--- src/dad_pkg.sv ---
// ----------------------------------------------------------------------------
// dad_pkg
// Shared types, constants and calendar helpers for the date adder.
// ----------------------------------------------------------------------------
`timescale 1ns / 1ps

package dad_pkg;

  localparam int unsigned MonthsPerYear = 12;
  localparam int unsigned YearW         = 15;  // internal year counter, wraps on output
  localparam int unsigned RemW          = 16;  // day-of-year plus day count
  localparam int unsigned ProdW         = 27;  // year times reciprocal of 25
  localparam int unsigned Recip25       = 5243; // ceil(2^17 / 25)
  localparam int unsigned Recip25Shift  = 17;

  localparam logic [3:0] MonthJan = 4'd1;
  localparam logic [3:0] MonthFeb = 4'd2;
  localparam logic [3:0] MonthDec = 4'd12;

  localparam logic [8:0] LenLeapYear   = 9'd366;
  localparam logic [8:0] LenCommonYear = 9'd365;
  localparam logic [4:0] LenFebLeap    = 5'd29;
  localparam logic [4:0] LenFebCommon  = 5'd28;

  localparam logic [4:0] MonthLenTab [MonthsPerYear] = '{
    5'd31, 5'd28, 5'd31, 5'd30, 5'd31, 5'd30,
    5'd31, 5'd31, 5'd30, 5'd31, 5'd30, 5'd31
  };

  typedef struct packed {
    logic [4:0]  start_day;
    logic [3:0]  start_month;
    logic [13:0] start_year;
    logic [14:0] days_to_add;
  } dad_in_t;

  typedef struct packed {
    logic [4:0]  result_day;
    logic [3:0]  result_month;
    logic [13:0] result_year;
  } dad_out_t;

  // Controller to datapath commands
  typedef struct packed {
    logic load;      // latch a new transaction
    logic mul;       // year times reciprocal
    logic modulo;    // finish year mod 25
    logic clamp;     // clamp start day, seed remainder
    logic doy_step;  // add one month length to the day of year
    logic add_days;  // add the day count
    logic year_step; // remove one year
    logic mon_init;  // restart the month walk
    logic mon_step;  // remove one month
    logic out_load;  // capture the result
  } dad_cmd_t;

  // Datapath to controller status
  typedef struct packed {
    logic doy_more;
    logic year_more;
    logic mon_more;
  } dad_sts_t;

  function automatic logic [4:0] month_len(input logic [3:0] m, input logic leap);
    logic [3:0] idx;
    idx = m - 4'd1;
    if (m == MonthFeb) begin
      month_len = leap ? LenFebLeap : LenFebCommon;
    end else if (idx < 4'(MonthsPerYear)) begin
      month_len = MonthLenTab[idx];
    end else begin
      month_len = MonthLenTab[4'(MonthsPerYear - 1)];
    end
  endfunction

endpackage

--- src/dad_ctrl.sv ---
// ----------------------------------------------------------------------------
// dad_ctrl
// Sequencer for the date adder: steps the datapath and owns the handshakes.
// ----------------------------------------------------------------------------
`timescale 1ns / 1ps

module dad_ctrl (
  input  logic              clk_i,
  input  logic              rst_ni,
  input  logic              in_valid_i,
  output logic              in_ready_o,
  output logic              out_valid_o,
  input  logic              out_ready_i,
  input  dad_pkg::dad_sts_t sts_i,
  output dad_pkg::dad_cmd_t cmd_o
);
  import dad_pkg::*;

  localparam logic [2:0] StIdle  = 3'd0;
  localparam logic [2:0] StMul   = 3'd1;
  localparam logic [2:0] StMod   = 3'd2;
  localparam logic [2:0] StClamp = 3'd3;
  localparam logic [2:0] StDoy   = 3'd4;
  localparam logic [2:0] StYear  = 3'd5;
  localparam logic [2:0] StMon   = 3'd6;

  logic [2:0] state_q, state_d;
  logic       out_valid_q, out_valid_d;
  logic       out_free;

  assign in_ready_o  = (state_q == StIdle);
  assign out_valid_o = out_valid_q;
  assign out_free    = !out_valid_q || out_ready_i;

  always_comb begin
    state_d = state_q;
    cmd_o   = '0;
    unique case (state_q)
      StIdle: begin
        if (in_valid_i) begin
          cmd_o.load = 1'b1;
          state_d    = StMul;
        end
      end
      StMul: begin
        cmd_o.mul = 1'b1;
        state_d   = StMod;
      end
      StMod: begin
        cmd_o.modulo = 1'b1;
        state_d      = StClamp;
      end
      StClamp: begin
        cmd_o.clamp = 1'b1;
        state_d     = StDoy;
      end
      StDoy: begin
        if (sts_i.doy_more) begin
          cmd_o.doy_step = 1'b1;
        end else begin
          cmd_o.add_days = 1'b1;
          state_d        = StYear;
        end
      end
      StYear: begin
        if (sts_i.year_more) begin
          cmd_o.year_step = 1'b1;
        end else begin
          cmd_o.mon_init = 1'b1;
          state_d        = StMon;
        end
      end
      StMon: begin
        if (sts_i.mon_more) begin
          cmd_o.mon_step = 1'b1;
        end else if (out_free) begin
          cmd_o.out_load = 1'b1;
          state_d        = StIdle;
        end
      end
      default: state_d = StIdle;
    endcase
  end

  always_comb begin
    out_valid_d = out_valid_q;
    if (cmd_o.out_load) begin
      out_valid_d = 1'b1;
    end else if (out_ready_i) begin
      out_valid_d = 1'b0;
    end
  end

  always_ff @(posedge clk_i or negedge rst_ni) begin
    if (!rst_ni) begin
      state_q     <= StIdle;
      out_valid_q <= 1'b0;
    end else begin
      state_q     <= state_d;
      out_valid_q <= out_valid_d;
    end
  end

endmodule

--- src/dad_dp.sv ---
// ----------------------------------------------------------------------------
// dad_dp
// Datapath: day-of-year accumulation, year and month walks, result register.
// ----------------------------------------------------------------------------
`timescale 1ns / 1ps

module dad_dp (
  input  logic              clk_i,
  input  dad_pkg::dad_in_t  in_data_i,
  input  dad_pkg::dad_cmd_t cmd_i,
  output dad_pkg::dad_sts_t sts_o,
  output dad_pkg::dad_out_t out_data_o
);
  import dad_pkg::*;

  logic [YearW-1:0] year_q;
  logic [4:0]       r25_q;     // year mod 25, kept in step with year_q
  logic [ProdW-1:0] prod_q;
  logic [3:0]       month_q;   // clamped start month
  logic [3:0]       m_q;
  logic [4:0]       day_q;
  logic [14:0]      add_q;
  logic [RemW-1:0]  rem_q;
  dad_out_t         out_q;

  logic             leap;
  logic [4:0]       mlen_cur, mlen_tgt, day_clamped;
  logic [8:0]       ylen;
  logic [9:0]       quot;
  logic [YearW-1:0] quot25;
  logic [3:0]       month_clamped;

  // leap: divisible by 4 and not by 100, or by 400 (= by 16 and by 25)
  assign leap     = (year_q[1:0] == 2'b00) && ((r25_q != 5'd0) || (year_q[3:0] == 4'd0));
  assign ylen     = leap ? LenLeapYear : LenCommonYear;
  assign mlen_cur = month_len(m_q, leap);
  assign mlen_tgt = month_len(month_q, leap);

  assign quot   = prod_q[Recip25Shift +: 10];
  assign quot25 = {1'b0, quot, 4'b0} + {2'b0, quot, 3'b0} + {5'b0, quot};

  always_comb begin
    month_clamped = in_data_i.start_month;
    if (month_clamped < MonthJan) month_clamped = MonthJan;
    if (month_clamped > MonthDec) month_clamped = MonthDec;
    day_clamped = day_q;
    if (day_clamped == 5'd0)     day_clamped = 5'd1;
    if (day_clamped > mlen_tgt)  day_clamped = mlen_tgt;
  end

  assign sts_o.doy_more  = (m_q < month_q);
  assign sts_o.year_more = (rem_q > RemW'(ylen));
  assign sts_o.mon_more  = (m_q < MonthDec) && (rem_q > RemW'(mlen_cur));

  always_ff @(posedge clk_i) begin
    if (cmd_i.load) begin
      year_q  <= {1'b0, in_data_i.start_year};
      month_q <= month_clamped;
      day_q   <= in_data_i.start_day;
      add_q   <= in_data_i.days_to_add;
    end
    if (cmd_i.mul) begin
      prod_q <= ProdW'(year_q) * ProdW'(Recip25);
    end
    if (cmd_i.modulo) begin
      r25_q <= 5'(year_q - quot25);
    end
    if (cmd_i.clamp) begin
      rem_q <= RemW'(day_clamped);
      m_q   <= MonthJan;
    end
    if (cmd_i.doy_step) begin
      rem_q <= rem_q + RemW'(mlen_cur);
      m_q   <= m_q + 4'd1;
    end
    if (cmd_i.add_days) begin
      rem_q <= rem_q + RemW'(add_q);
    end
    if (cmd_i.year_step) begin
      rem_q  <= rem_q - RemW'(ylen);
      year_q <= year_q + YearW'(1);
      r25_q  <= (r25_q == 5'd24) ? 5'd0 : r25_q + 5'd1;
    end
    if (cmd_i.mon_init) begin
      m_q <= MonthJan;
    end
    if (cmd_i.mon_step) begin
      rem_q <= rem_q - RemW'(mlen_cur);
      m_q   <= m_q + 4'd1;
    end
    if (cmd_i.out_load) begin
      out_q.result_day   <= rem_q[4:0];
      out_q.result_month <= m_q;
      out_q.result_year  <= year_q[13:0];
    end
  end

  assign out_data_o = out_q;

endmodule

--- src/date_add_days_top.sv ---
// ----------------------------------------------------------------------------
// date_add_days_top
// Gregorian date plus a day count, one result per input transaction.
// ----------------------------------------------------------------------------
// Usage:
//   Input channel (in_valid_i / in_ready_o / in_data_i) takes a start date
//   and a day count; output channel (out_valid_o / out_ready_i / out_data_o)
//   returns the date that many days later. Out-of-range day or month values
//   are clamped; a day of year equal to the year length stays in that year.
//   Sequence: accept and latch, multiply, mod 25, clamp, month steps up to
//   the start month, add count, year steps removing whole years, month
//   walk restart, month steps through the final year, result load; the
//   result load waits while the output register holds a stalled result, and
//   out_valid_o is registered from it. The year walk sets the worst case.
//   One transaction is in flight at a time; the next is accepted at the
//   earliest in the cycle after the result load.
//   in_ready_o is high whenever the sequencer is idle, including while a
//   finished result still waits in the output register.
//   If the receiver stalls, the next result waits in the sequencer until the
//   output register drains; nothing is dropped or overwritten.
//   Reset (rst_ni low, asynchronous) returns the sequencer to idle and clears
//   out_valid_o; any transaction in flight is discarded.
// ----------------------------------------------------------------------------
`timescale 1ns / 1ps

module date_add_days_top (
  input  logic              clk_i,
  input  logic              rst_ni,
  input  logic              in_valid_i,
  output logic              in_ready_o,
  input  dad_pkg::dad_in_t  in_data_i,
  output logic              out_valid_o,
  input  logic              out_ready_i,
  output dad_pkg::dad_out_t out_data_o
);
  import dad_pkg::*;

  // command and status between sequencer and datapath
  dad_cmd_t cmd;
  dad_sts_t sts;

  // sequencer: state machine plus output valid flag
  dad_ctrl u_ctrl (
    .clk_i       (clk_i),
    .rst_ni      (rst_ni),
    .in_valid_i  (in_valid_i),
    .in_ready_o  (in_ready_o),
    .out_valid_o (out_valid_o),
    .out_ready_i (out_ready_i),
    .sts_i       (sts),
    .cmd_o       (cmd)
  );

  // datapath: remainder, year counter with mod-25 tracker, month walk
  dad_dp u_dp (
    .clk_i      (clk_i),
    .in_data_i  (in_data_i),
    .cmd_i      (cmd),
    .sts_o      (sts),
    .out_data_o (out_data_o)
  );

endmodule

--- config.mk ---
export PLATFORM = sky130hd
export DESIGN_NAME = date_add_days_top
export DESIGN_NICKNAME = d
export VERILOG_FILES = /design/src/dad_pkg.sv /design/src/dad_ctrl.sv /design/src/dad_dp.sv /design/src/date_add_days_top.sv
export SDC_FILE = /design/constraint.sdc
export NUM_CORES = 1
export LEC_CHECK = 0
export BUFFER_PORTS_ARGS = -buffer_cell sky130_fd_sc_hd__buf_2
export CAP_MARGIN = 20
export CORE_ASPECT_RATIO = 0.7
export CORE_MARGIN = 1
export CORE_UTILIZATION = 55
export DETAILED_ROUTE_END_ITERATION = 12
export GPL_ROUTABILITY_DRIVEN = 0
export PLACE_DENSITY = 0.76
export SLEW_MARGIN = 25
export SYNTH_ARGS = -nofsm -noshare
export SYNTH_HDL_FRONTEND = slang
export SYNTH_HIERARCHICAL = 1
export SYNTH_SLANG_ARGS = --single-unit
--- constraint.sdc ---
create_clock -name clk_i -period 4.9 [get_ports clk_i]
set_clock_uncertainty 0.2 [all_clocks]
set_input_delay 0.98 -clock clk_i [delete_from_list [all_inputs] [get_ports clk_i]]
set_output_delay 0.98 -clock clk_i [all_outputs]
set_load 0.05 [all_outputs]
==> flow_summary.json <==
{
  "tns_ns": 0,
  "routed_wl_mm": 24.6,
  "cp_max_fo": 4,
  "yosysUniqueCellTypes": 79,
  "synth_fp_nets": 1214,
  "drtIter0Drc": 804,
  "synth.top_cell.area_share_pct": 28.3,
  "fin_crit_sh_pct": 98.5,
  "crit_buf_inv": 5,
  "dpl_worst_slack_ns": -0.0925,
  "avgSynthCellArea_sq_um": 10.1,
  "end_kind": "register",
  "critPathKind": "reg -> reg",
  "cts_tree": "built",
  "layout_common_cells": "inv_1, ha_1, edfxtp_1, fa_1, buf_2",
  "cts_max_level": 3,
  "timing.final.ws_setup_ns": 0.0746,
  "yosys_warnings": 6,
  "drc_errors": 0,
  "yosysTopAreaCell": "edfxtp_1",
  "layout-drive-gt1-share_pct": 20.8,
  "cts-buffers-inserted": 9,
  "hpwlAfterDp_mm": 18.7,
  "rows": 40,
  "finalSetupViolCount": 0,
  "placed_cells": 1278,
  "yosysSeqAreaShare_pct": 29.3,
  "regArea_sq_mm": 0.00286,
  "cp_top_family": "adder cells",
  "synth-edff-count": 92,
  "multi_input_area_sq_mm": 0.00642,
  "io_pins": 67,
  "insertion_delay_ns": 0.37,
  "hold_viol": 0,
  "ys_seq_elements": 96,
  "holdWs_ns": 0.217,
  "wl_per_cell_um": 18.6,
  "start_util_pct": 56.6,
  "cts_hold_buf": 0,
  "final_antenna_net_count": 0,
  "fp.coreArea_sq_mm": 0.0173,
  "relSlewSlack_pct": 38.1,
  "grt_pass1_wl_mm": 38.2,
  "worstMarginPinSlew_ns": 0.915,
  "fin_cells": 1323,
  "die_x_um": 161,
  "path_cells": "buf_4 -> buf_4 -> fa_1 -> ha_1 -> ha_1 -> fa_1 -> inv_1 -> fa_1 -> inv_1 -> ha_1 -> nand4_1 -> a21oi_2 -> a2111oi_4 -> buf_4 -> nor3_4 -> a31oi_1 -> xnor2_1",
  "n_fill_cell": 1315,
  "fp.dieH_um": 114,
  "n_antenna_cell": 0,
  "ys.flop_type": "edfxtp_1",
  "layout.nets": 1330,
  "grt_usage_pct": 27.3,
  "grt_pass1_vias": 7046,
  "netlist_area_sq_mm": 0.00977,
  "antenna_found_initial": 0,
  "fmax_mhz": 207,
  "async_flop_share_pct": 4.17,
  "avgViaCountPerCell": 5.67,
  "status": "finished clean",
  "maxCapViolations": 0,
  "layout_commonest_cell": "inv_1",
  "synthTopCellsByArea": "edfxtp_1, ha_1, fa_1, inv_1, xnor2_1",
  "area_growth_pct": 16.7,
  "clk_path_buf_depth": 2,
  "via_count": 7496,
  "drt_first_pass_iters": 6,
  "fp.dieArea_sq_mm": 0.0183,
  "arrival_ns": 4.73,
  "cp_slowest_cell": "fa_1",
  "synthCells": 971,
  "min_period_ns": 4.83,
  "cts_root_buffer": "clkbuf_16",
  "clk_pin_slew_ns": 0.07,
  "clock_sinks": 96,
  "portBuffers": 66,
  "required_ns": 4.80,
  "hold_class": "in -> async",
  "drv_slew": 0,
  "startpoint_type": "register",
  "grt_max_degree": 26,
  "cpPeakStageDelay_ns": 0.53,
  "globalRouteOverflowTotal": 0
}
## worst reg2reg max path, stage by stage, from the launching register on
cell and delay [ns]:
edfxtp_1 0.42, buf_4 0.19, buf_4 0.16, fa_1 0.46
ha_1 0.32, ha_1 0.33, fa_1 0.53, inv_1 0.05
fa_1 0.52, inv_1 0.04, ha_1 0.31, nand4_1 0.11
a21oi_2 0.07, a2111oi_4 0.30, buf_4 0.18, nor3_4 0.04
a31oi_1 0.20, xnor2_1 0.10
## final timing paths
path	from	endpoint	slack [ns]	cells past startpoint
hold / removal	rst_ni	u_ctrl/state_q[0]	0.22	1
hold reg to reg	u_dp/year_q[3]	u_dp/out_data_o[3]	0.34	0
min in group clk_i	u_dp/year_q[3]	u_dp/out_data_o[3]	0.34	0
setup reg to reg	u_dp/year_q[7]	u_dp/prod_q[21]	0.07	17
setup / recovery	u_dp/year_q[7]	u_dp/prod_q[21]	0.07	17
max in group asynchronous	rst_ni	u_ctrl/out_valid_o	4.15	1
## cell usage after synthesis, drive strengths merged, types with 14 or more instances
cell type,instances
edfxtp,92
nand3,15
nor2,50
buf,15
nand2,53
fa,72
inv,165
xor2,23
and3,14
clkbuf,20
a21oi,51
nand2b,16
xnor2,50
o21ai,34
ha,129
## routing by layer
metal	GRT usage [%]	part of all wire [%]
met2	37.1	40
met3	7.53	9.2
met4	5.09	1.3
met1	43.1	49
met5	0	0
## stage by stage
| step | cell area, sq um | utilization (%) |
|---|---|---|
| 6_report | 11400 | 66.0 |
| 5_1_grt | 11400 | 66.0 |
| 4_1_cts | 10900 | 63.3 |
| 3_5_place_dp | 10600 | 61.2 |
| 3_3_place_gp | 10600 | 61.2 |
| 2_1_floorplan | 9780 | - |
## state kept, by name (all words and copies together) (netlist names)
signal	cells
u_dp/m_q	4
u_dp/year_q	15
u_dp/out_data_o	23
u_dp/day_q	5
u_dp/prod_q	5
u_dp/rem_q	16
u_dp/r25_q	5
u_ctrl/out_valid_o	1
u_ctrl/state_q	3
u_dp/month_q	4
u_dp/add_q	15
## final cells by class
type	count	share of cell area, %
multi-input cells	675	56.3
repair buffers	140	8.10
flip-flops and latches	96	25.1
inverters	165	5.45
clock buffers	9	1.98
clock inverters	7	0.483
well taps	231	2.53
## logic make-up (layout without fill, tap and decap cells)
family,Yosys count,count (layout),share of synthesized area [%]
adders and majority gates,201,201,31.3
and+or+nand+nor,209,209,11.3
DFF,96,96,29.3
xor gates and xnor gates,73,73,6.54
muxes,10,10,1.10
buffers and inverters,200,321,8.08
AOI/OAI and AO/OA,182,182,12.4
## what timing repair did
item | 4_1_cts | 5_1_grt
endpoints found under the hold margin | 0 | 0
setup buffers | 7 | 23
pin swaps | 4 | 37
endpoints found under the setup margin | 3 | 27
resized for setup | 8 | 56
Power is left out: the tool's default activity adds up to more than one toggle a clock period on the data nets, which glitch-free logic cannot reach.
